[src/rtl/fqpr_pkg.sv]
// Shared types and constants for the peekable, reversible FIFO queue.
package fqpr_pkg;

	localparam int REQ_W    = 2;
	localparam int DATA_W   = 32;
	localparam int IDX_W    = 4;
	localparam int CNT_W    = 5;
	localparam int STATUS_W = 2;
	localparam int WIDE_W   = 64;

	typedef enum logic [REQ_W-1:0] {
		OP_ENQ  = 2'd0,
		OP_DEQ  = 2'd1,
		OP_PEEK = 2'd2,
		OP_REV  = 2'd3
	} op_t;

	typedef enum logic [STATUS_W-1:0] {
		STS_OK    = 2'd0,
		STS_EMPTY = 2'd1,
		STS_FULL  = 2'd2,
		STS_RANGE = 2'd3
	} status_t;

	typedef enum logic [1:0] {
		S_IDLE = 2'b01,
		S_READ = 2'b10
	} state_t;

	typedef struct packed {
		logic accept;
		logic load_read;
	} cmd_t;

	typedef struct packed {
		logic rd_hit;
	} stat_t;

endpackage

[src/rtl/fqpr_req_if.sv]
// Request channel: valid/ready handshake carrying one queue request per beat.
interface fqpr_req_if;
	logic                        valid;
	logic                        ready;
	logic [fqpr_pkg::REQ_W-1:0]  req_type;
	logic [fqpr_pkg::DATA_W-1:0] data_in;
	logic [fqpr_pkg::IDX_W-1:0]  peek_index;

	modport source(output valid, req_type, data_in, peek_index, input ready);
	modport sink(input valid, req_type, data_in, peek_index, output ready);
endinterface

[src/rtl/fqpr_rsp_if.sv]
// Response channel: valid/ready handshake carrying one result per beat.
interface fqpr_rsp_if;
	logic                          valid;
	logic                          ready;
	logic [fqpr_pkg::DATA_W-1:0]   data_out;
	logic [fqpr_pkg::CNT_W-1:0]    queue_count;
	logic [fqpr_pkg::STATUS_W-1:0] status;

	modport source(output valid, data_out, queue_count, status, input ready);
	modport sink(input valid, data_out, queue_count, status, output ready);
endinterface

[src/rtl/fifo_queue_peek_reverse_unit.sv]
// Top level of the peekable, reversible FIFO queue.
// Enqueue, reverse and any flagged request give their result in the cycle after the beat.
// Dequeue and peek give theirs through the registered store read port, then the result register.
// Throughput: one request per cycle while results are taken, but no new request during a store read.
// Reset: head, count and direction flag clear at once; the entry store is not cleared.
// No clearing pass: a request can be taken in the first cycle after reset.
module fifo_queue_peek_reverse_unit #(
	parameter int DEPTH      = 16,
	parameter int DATA_WIDTH = 32
) (
	input logic         clk,
	input logic         arst_n,
	fqpr_req_if.sink    req,
	fqpr_rsp_if.source  rsp
);

	fqpr_pkg::cmd_t  cmd;
	fqpr_pkg::stat_t stat;

	fqpr_ctrl u_ctrl (
		.clk      (clk),
		.arst_n   (arst_n),
		.in_valid (req.valid),
		.in_ready (req.ready),
		.out_valid(rsp.valid),
		.out_ready(rsp.ready),
		.stat     (stat),
		.cmd      (cmd)
	);

	fqpr_datapath #(
		.DEPTH     (DEPTH),
		.DATA_WIDTH(DATA_WIDTH)
	) u_datapath (
		.clk        (clk),
		.arst_n     (arst_n),
		.cmd        (cmd),
		.stat       (stat),
		.req_type   (req.req_type),
		.data_in    (req.data_in),
		.peek_index (req.peek_index),
		.data_out   (rsp.data_out),
		.queue_count(rsp.queue_count),
		.status     (rsp.status)
	);

endmodule

[src/rtl/fqpr_ram.sv]
// Generic single-port RAM with registered read data.
module fqpr_ram #(
	parameter int WIDTH = 32,
	parameter int DEPTH = 16
) (
	input  logic                     clk,
	input  logic                     we,
	input  logic                     re,
	input  logic [$clog2(DEPTH)-1:0] addr,
	input  logic [WIDTH-1:0]         wdata,
	output logic [WIDTH-1:0]         rdata
);

	logic [WIDTH-1:0] mem_q [DEPTH];
	logic [WIDTH-1:0] rdata_q;

	always_ff @(posedge clk) begin
		if (we) begin
			mem_q[addr] <= wdata;
		end
		if (re) begin
			rdata_q <= mem_q[addr];
		end
	end

	assign rdata = rdata_q;

endmodule

[src/rtl/fqpr_datapath.sv]
// Datapath: ring head pointer, count, direction flag, entry store and result register.
module fqpr_datapath #(
	parameter int DEPTH      = 16,
	parameter int DATA_WIDTH = 32
) (
	input  logic                          clk,
	input  logic                          arst_n,
	input  fqpr_pkg::cmd_t                cmd,
	output fqpr_pkg::stat_t               stat,
	input  logic [fqpr_pkg::REQ_W-1:0]    req_type,
	input  logic [fqpr_pkg::DATA_W-1:0]   data_in,
	input  logic [fqpr_pkg::IDX_W-1:0]    peek_index,
	output logic [fqpr_pkg::DATA_W-1:0]   data_out,
	output logic [fqpr_pkg::CNT_W-1:0]    queue_count,
	output logic [fqpr_pkg::STATUS_W-1:0] status
);

	localparam int PW = $clog2(DEPTH);
	localparam int CW = $clog2(DEPTH + 1);
	localparam int IW = (CW > fqpr_pkg::IDX_W) ? CW : fqpr_pkg::IDX_W;
	localparam logic [CW:0]   DEP_W = (CW + 1)'(DEPTH);
	localparam logic [CW-1:0] DEP_C = CW'(DEPTH);

	logic [PW-1:0] head_q, head_d;
	logic [CW-1:0] cnt_q, cnt_d;
	logic          rev_q, rev_d;

	logic [fqpr_pkg::DATA_W-1:0]   out_data_q;
	logic [fqpr_pkg::CNT_W-1:0]    out_cnt_q;
	fqpr_pkg::status_t             out_sts_q;
	fqpr_pkg::status_t             sts;

	fqpr_pkg::op_t    op;
	logic             full, empty, idx_ok, wr, rd;
	logic [IW-1:0]    idx_ext, cnt_ext;
	logic [PW-1:0]    addr;
	logic [DATA_WIDTH-1:0] wdata, rdata;
	logic [fqpr_pkg::WIDE_W-1:0] din_wide, rd_wide;
	logic [31:0]      cnt_wide;

	function automatic logic [PW-1:0] slot_of(input logic [PW-1:0] head, input logic rev,
			input logic [CW-1:0] k);
		logic [CW:0] h;
		logic [CW:0] kk;
		logic [CW:0] s;
		h  = (CW + 1)'(head);
		kk = (CW + 1)'(k);
		if (rev) begin
			s = (h >= kk) ? (h - kk) : (h + DEP_W - kk);
		end else begin
			s = h + kk;
			if (s >= DEP_W) begin
				s = s - DEP_W;
			end
		end
		return s[PW-1:0];
	endfunction

	assign op      = fqpr_pkg::op_t'(req_type);
	assign full    = (cnt_q == DEP_C);
	assign empty   = (cnt_q == '0);
	assign idx_ext = IW'(peek_index);
	assign cnt_ext = IW'(cnt_q);
	assign idx_ok  = (idx_ext < cnt_ext);

	always_comb begin
		sts    = fqpr_pkg::STS_OK;
		head_d = head_q;
		cnt_d  = cnt_q;
		rev_d  = rev_q;
		wr     = 1'b0;
		rd     = 1'b0;
		addr   = head_q;
		unique case (op)
			fqpr_pkg::OP_ENQ: begin
				if (full) begin
					sts = fqpr_pkg::STS_FULL;
				end else begin
					wr    = 1'b1;
					addr  = slot_of(head_q, rev_q, cnt_q);
					cnt_d = cnt_q + CW'(1);
				end
			end
			fqpr_pkg::OP_DEQ: begin
				if (empty) begin
					sts = fqpr_pkg::STS_EMPTY;
				end else begin
					rd     = 1'b1;
					addr   = head_q;
					head_d = slot_of(head_q, rev_q, CW'(1));
					cnt_d  = cnt_q - CW'(1);
				end
			end
			fqpr_pkg::OP_PEEK: begin
				if (!idx_ok) begin
					sts = fqpr_pkg::STS_RANGE;
				end else begin
					rd   = 1'b1;
					addr = slot_of(head_q, rev_q, idx_ext[CW-1:0]);
				end
			end
			fqpr_pkg::OP_REV: begin
				if (!empty) begin
					head_d = slot_of(head_q, rev_q, cnt_q - CW'(1));
				end
				rev_d = ~rev_q;
			end
			default: begin
				sts = fqpr_pkg::STS_OK;
			end
		endcase
	end

	assign stat.rd_hit = rd;

	assign din_wide = fqpr_pkg::WIDE_W'(data_in);
	assign wdata    = din_wide[DATA_WIDTH-1:0];
	assign rd_wide  = fqpr_pkg::WIDE_W'(rdata);
	assign cnt_wide = 32'(cnt_d);

	fqpr_ram #(
		.WIDTH(DATA_WIDTH),
		.DEPTH(DEPTH)
	) u_ram (
		.clk  (clk),
		.we   (cmd.accept & wr),
		.re   (cmd.accept & rd),
		.addr (addr),
		.wdata(wdata),
		.rdata(rdata)
	);

	always_ff @(posedge clk or negedge arst_n) begin
		if (!arst_n) begin
			head_q <= '0;
			cnt_q  <= '0;
			rev_q  <= 1'b0;
		end else if (cmd.accept) begin
			head_q <= head_d;
			cnt_q  <= cnt_d;
			rev_q  <= rev_d;
		end
	end

	always_ff @(posedge clk) begin
		if (cmd.accept) begin
			out_data_q <= '0;
			out_cnt_q  <= cnt_wide[fqpr_pkg::CNT_W-1:0];
			out_sts_q  <= sts;
		end else if (cmd.load_read) begin
			out_data_q <= rd_wide[fqpr_pkg::DATA_W-1:0];
		end
	end

	assign data_out    = out_data_q;
	assign queue_count = out_cnt_q;
	assign status      = out_sts_q;

endmodule

[src/rtl/fqpr_ctrl.sv]
// Controller: request acceptance, read wait state and result valid flag.
module fqpr_ctrl (
	input  logic            clk,
	input  logic            arst_n,
	input  logic            in_valid,
	output logic            in_ready,
	output logic            out_valid,
	input  logic            out_ready,
	input  fqpr_pkg::stat_t stat,
	output fqpr_pkg::cmd_t  cmd
);

	fqpr_pkg::state_t state_q, state_d;
	logic             out_valid_q;
	logic             accept;

	assign in_ready      = (state_q == fqpr_pkg::S_IDLE) && (!out_valid_q || out_ready);
	assign accept        = in_valid && in_ready;
	assign cmd.accept    = accept;
	assign cmd.load_read = (state_q == fqpr_pkg::S_READ);
	assign out_valid     = out_valid_q;

	always_comb begin
		state_d = state_q;
		unique case (state_q)
			fqpr_pkg::S_IDLE: begin
				if (accept && stat.rd_hit) begin
					state_d = fqpr_pkg::S_READ;
				end
			end
			fqpr_pkg::S_READ: begin
				state_d = fqpr_pkg::S_IDLE;
			end
			default: begin
				state_d = fqpr_pkg::S_IDLE;
			end
		endcase
	end

	always_ff @(posedge clk or negedge arst_n) begin
		if (!arst_n) begin
			state_q     <= fqpr_pkg::S_IDLE;
			out_valid_q <= 1'b0;
		end else begin
			state_q <= state_d;
			if ((accept && !stat.rd_hit) || (state_q == fqpr_pkg::S_READ)) begin
				out_valid_q <= 1'b1;
			end else if (out_ready) begin
				out_valid_q <= 1'b0;
			end
		end
	end

`ifndef SYNTH
	a_read_no_result: assert property (@(posedge clk) disable iff (!arst_n)
		(state_q == fqpr_pkg::S_READ) |-> !out_valid_q)
		else $error("result pending during store read");

	a_read_completes: assert property (@(posedge clk) disable iff (!arst_n)
		(state_q == fqpr_pkg::S_READ) |=> (state_q == fqpr_pkg::S_IDLE) && out_valid_q)
		else $error("store read did not produce a result");

	a_direct_result: assert property (@(posedge clk) disable iff (!arst_n)
		(accept && !stat.rd_hit) |=> out_valid_q && (state_q == fqpr_pkg::S_IDLE))
		else $error("direct result not presented");

	a_no_overwrite: assert property (@(posedge clk) disable iff (!arst_n)
		accept |-> (!out_valid_q || out_ready))
		else $error("accepted while result register occupied");
`endif

endmodule

[src/flat_wrapper.sv]
// flat-port wrapper written by rule: the top's interface ports become plain ports
module fifo_queue_peek_reverse_unit_flat 
#(
	parameter int DEPTH      = 16,
	parameter int DATA_WIDTH = 32
)
  (clk, arst_n, req_valid, req_req_type, req_data_in, req_peek_index, req_ready, rsp_valid, rsp_data_out, rsp_queue_count, rsp_status, rsp_ready);
  fqpr_req_if req_i ();
  fqpr_rsp_if rsp_i ();
  input logic clk;
  input logic arst_n;
  input wire logic [$bits(req_i.valid)-1:0] req_valid;
  input wire logic [$bits(req_i.req_type)-1:0] req_req_type;
  input wire logic [$bits(req_i.data_in)-1:0] req_data_in;
  input wire logic [$bits(req_i.peek_index)-1:0] req_peek_index;
  output wire logic [$bits(req_i.ready)-1:0] req_ready;
  output wire logic [$bits(rsp_i.valid)-1:0] rsp_valid;
  output wire logic [$bits(rsp_i.data_out)-1:0] rsp_data_out;
  output wire logic [$bits(rsp_i.queue_count)-1:0] rsp_queue_count;
  output wire logic [$bits(rsp_i.status)-1:0] rsp_status;
  input wire logic [$bits(rsp_i.ready)-1:0] rsp_ready;
  assign req_i.valid = req_valid;
  assign req_i.req_type = req_req_type;
  assign req_i.data_in = req_data_in;
  assign req_i.peek_index = req_peek_index;
  assign req_ready = req_i.ready;
  assign rsp_valid = rsp_i.valid;
  assign rsp_data_out = rsp_i.data_out;
  assign rsp_queue_count = rsp_i.queue_count;
  assign rsp_status = rsp_i.status;
  assign rsp_i.ready = rsp_ready;
  fifo_queue_peek_reverse_unit #(.DEPTH(DEPTH), .DATA_WIDTH(DATA_WIDTH)) u_core (.clk(clk), .arst_n(arst_n), .req(req_i), .rsp(rsp_i));
endmodule
[config.mk]
export PLATFORM = sky130hd
export DESIGN_NAME = fifo_queue_peek_reverse_unit_flat
export DESIGN_NICKNAME = d
export VERILOG_FILES = /design/src/rtl/fqpr_pkg.sv /design/src/rtl/fqpr_req_if.sv /design/src/rtl/fqpr_rsp_if.sv /design/src/rtl/fifo_queue_peek_reverse_unit.sv /design/src/rtl/fqpr_ram.sv /design/src/rtl/fqpr_datapath.sv /design/src/rtl/fqpr_ctrl.sv /design/src/flat_wrapper.sv
export SDC_FILE = /design/constraint.sdc
export NUM_CORES = 1
export LEC_CHECK = 0
export BUFFER_PORTS_ARGS = -buffer_cell sky130_fd_sc_hd__buf_2
export CAP_MARGIN = 20
export CORE_ASPECT_RATIO = 0.8
export CORE_UTILIZATION = 40
export DETAILED_ROUTE_END_ITERATION = 8
export PLACE_DENSITY = 0.58
export SLEW_MARGIN = 20
export SYNTH_ARGS = -nofsm -noshare
export SYNTH_HDL_FRONTEND = slang
export SYNTH_HIERARCHICAL = 1
export SYNTH_SLANG_ARGS = --single-unit
[constraint.sdc]
create_clock -name clk -period 6.2 [get_ports clk]
set_input_delay 1.24 -clock clk [delete_from_list [all_inputs] [get_ports clk]]
set_output_delay 1.24 -clock clk [all_outputs]
set_load 0.01 [all_outputs]
==> flow_summary_export.csv <==
group,metric,value,unit
yosys,ys_ff_latch,596,
placement,dp_hpwl,29700,um
route,viasPerCell,5.38,
route,drtIter0Drc,962,
setup_path,cp.required,6.52,ns
setup_path,r2r_slack,1.24,ns
setup_path,endpoint_kind,"flop",
yosys,synth.area.top_cells,"edfxtp_1 71%, mux4_2 12%, dfxtp_1 2.8%, a22oi_1 2.1%, mux2i_1 1.4%",
worst_hold_path,hold_class,"reg2reg",
setup_path,worst-path-max-fanout,15,
clocking,ctsResizeCount,0,
clocking,clockBufferDepth,3,
clocking,root_buffer,"clkbuf_16",
floorplan,die_h,217,um
yosys,async_flop_share,2.18,%
clocking,cts_max_level,2,
status,status,"finished, final reports clean",
floorplan,start_util,40.7,%
yosys,syn_nets,1208,
setup_path,crit_start,"u_core/u_datapath/cnt_ext[0]",
clocking,clkTransAtPathRegs,0.06,ns
setup_path,crit_chain,"inv_1, ha_1, mux2_2, inv_1, ha_1, nor2b_1, o21a_1, a211o_1, nand3_2, a221oi_2, a31oi_1, nand3b_1, nor2_4, buf_4",
cells_and_area,multi_input_area,0.00545,mm2
setup_path,worstPathArrival,5.28,ns
global_route,grt_max_degree,92,
placement,globalplace.congestion,0.818,
route,wirelength,49700,um
setup_path,cpPeakStageDelay,0.79,ns
yosys,netlist_top_cells_count,"551 x edfxtp_1, 128 x mux4_2, 64 x a22oi_1, 58 x nor2_1, 46 x nand2_1",
sta,worst_pin_slew,1.14,ns
yosys,ys_warn_count,6,
clocking,cts_sinks,596,
global_route,grt_overflow,0,
sta,skew,0.0258,ns
route,detail-route-antenna-nets,0,
cells_and_area,finalNetCount,1326,
sta,relSlewSlack,23.7,%
pwr,peakVddDrop,0.000265,V
cells_and_area,area_delta_synth_final,15.2,%
cells_and_area,antenna_cells,0,
global_route,first_global_vias,11440,
setup_path,r2r_end,"u_core/u_datapath/u_ram/mem_q[11][18]",
yosys,yosysSeqAreaShare,75.6,%
job,cap_violations,0,
sta,finalHoldViolCount,0,
cells_and_area,fill_cells,4815,
yosys,synth_cells,1143,
pwr,leakage,8.69,nW
route,wire_per_inst,24.0,um
setup_path,r2r_start,"u_core/u_datapath/cnt_ext[0]",
global_route,antenna_found_initial,3,
sta,rsz0062_at_grt,"no",
sta,fin_crit_sh,80.0,%
route,drc,0,
yosys,avgSynthCellArea,20.3,um2
sta,fmax,0.202,GHz
yosys,synth_edf_count,551,
setup_path,r2r_cells,14,
sta,whs,0.479,ns
sta,finalMaxSlewViolations,0,
route,num_vias,11139,
clocking,postCtsSetupBuffers,0,
pwr,power,0.0122,W
setup_path,crit_path_end,"u_core/u_datapath/u_ram/mem_q[11][18]",
clocking,cts_made_buffers,58,
global_route,grt_usage,17.2,%
clocking,cts_tree,"built",
floorplan,die_width,271,um
clocking,clock_latency,0.63,ns
setup_path,crit_slowest_cell,"a31oi_1",
yosys,synth_most_common_cell,"edfxtp_1",
yosys,ys_types,66,
pwr,pwr_density_cell,456,mW/mm2
sta,fin_crit,4.96,ns
floorplan,ios,83,
setup_path,worst_setup_path_start_kind,"flop",
placement,port_buffers,82,
cells_and_area,drive_gt1_share,28.8,%
floorplan,fp.coreArea,0.0570,mm2
yosys,ys.flop_type,"edfxtp_1",
yosys,yosysTopAreaCellShare,71.4,%
sta,setup_violations,0,
setup_path,path_class,"reg2reg",
floorplan,core.rowCount,78,
global_route,grt_pass1_wl,75000,um
route,dr.pass1.iters,5,
cells_and_area,ff_latch_area,0.0175,mm2
yosys,yosysTopAreaCell,"edfxtp_1",
sta,tns,0,ns
yosys,synth_area,0.0232,mm2
clocking,cts_hold_buffers,0,
floorplan,dieArea,0.0589,mm2
[kinds of logic after synthesis]
group                      share of synthesized area, %
DFF                                                75.6
xor gates and xnor gates                          0.480
AOI/OAI and AO/OA                                  3.72
buffers and inverters                              1.69
adders and majority gates                          1.34
muxes                                              14.0
and+or+nand+nor                                    3.19
[per-layer routing]
metal,vias to the layer above,track usage (%),part of all wire [%]
li1,4907,-,-
met1,5894,25.8,48
met2,267,26.1,45
met3,69,2.82,4.7
met4,2,4.51,2.0
met5,-,0,0.014
[placed cells by master, fill, tap and decap left out, types with 4 or more instances in the layout]
master,instances
nor2_1,45
nand2_1,46
clkbuf_8,6
nand3_1,5
or3_1,5
clkinv_2,7
mux2i_1,32
clkbuf_16,58
buf_2,82
clkinv_1,8
buf_12,7
a22oi_1,64
nor3_2,4
nor2_4,13
xnor2_1,7
buf_4,31
a21o_1,4
dfxtp_1,32
clkbuf_1,17
a31oi_1,4
nand2b_1,7
inv_1,16
bufinv_16,6
edfxtp_1,551
a21oi_1,10
dfrtp_1,12
ha_1,20
mux4_2,128
o21ai_0,8
[worst min-delay path by stage]
| stage | startpoint | to | cells after the start |
|---|---|---|---|
| final | u_core/u_datapath/u_ram/rdata[5] | u_core/u_datapath/data_out[5] | 2 |
| after global routing | u_core/u_datapath/u_ram/rdata[3] | u_core/u_datapath/data_out[3] | 2 |
| after CTS | u_core/u_datapath/u_ram/rdata[5] | u_core/u_datapath/data_out[5] | 2 |
| after detailed placement | u_core/u_datapath/head_q[0] | u_core/u_datapath/head_q[0] | 2 |
| after global placement | u_core/u_datapath/u_ram/rdata[2] | u_core/u_datapath/data_out[2] | 2 |
| after floorplan | u_core/u_datapath/head_q[0] | u_core/u_datapath/head_q[0] | 2 |
[metrics by stage]
| stage | instances | worst slack (ns) | area [um2] | util, % |
|---|---|---|---|---|
| after floorplan | 1143 | 0.166 | 23200 | - |
| after global placement | 1960 | 0.747 | 24700 | 43.4 |
| after detailed placement | 1961 | 0.709 | 24800 | 43.4 |
| after CTS | 2071 | 1.18 | 26700 | 46.9 |
| after global routing | 2071 | 0.863 | 26700 | 46.9 |
| final | 2071 | 1.24 | 26700 | 46.9 |
[power breakdown]
group	internal [W]	leakage, nW	switching [W]	total, W
Sequential	0.00469	5.38	0.000113	0.00480
Clock	0.00206	0.943	0.00150	0.00356
Combinational	0.00170	2.37	0.00214	0.00384
Total	0.00844	8.69	0.00375	0.0122
[worst max-delay path, delay by kind of cell (launching register included)]
family,cells,cell delay [ns]
compound gates,4,1.31
buf+inv,3,0.48
mux,1,0.33
simple gates,4,1.29
fa+ha+maj,2,0.61
flops,1,0.65
[registers in the layout, summed over array words and instances, names as in the netlist]
register / flops
u_core/u_datapath/cnt_ext: 5
u_core/u_datapath/head_q: 4
u_core/u_datapath/u_ram/mem_q: 512
u_core/u_datapath/data_out: 32
u_core/u_datapath/status: 2
u_core/u_datapath/u_ram/rdata: 32
u_core/u_datapath/queue_count: 5
u_core/u_ctrl/out_valid: 1
u_core/u_ctrl/state_q: 2
u_core/u_datapath/rev_q: 1
[final cells by class]
type,instances,area share [%]
sequential,596,65.6
multi-input combinational,468,20.4
clock buffer,81,5.98
tap,760,3.56
timing repair buffer,120,2.93
clock inverter,29,1.28
inverter,17,0.239
(Power assumes the default switching activity.)
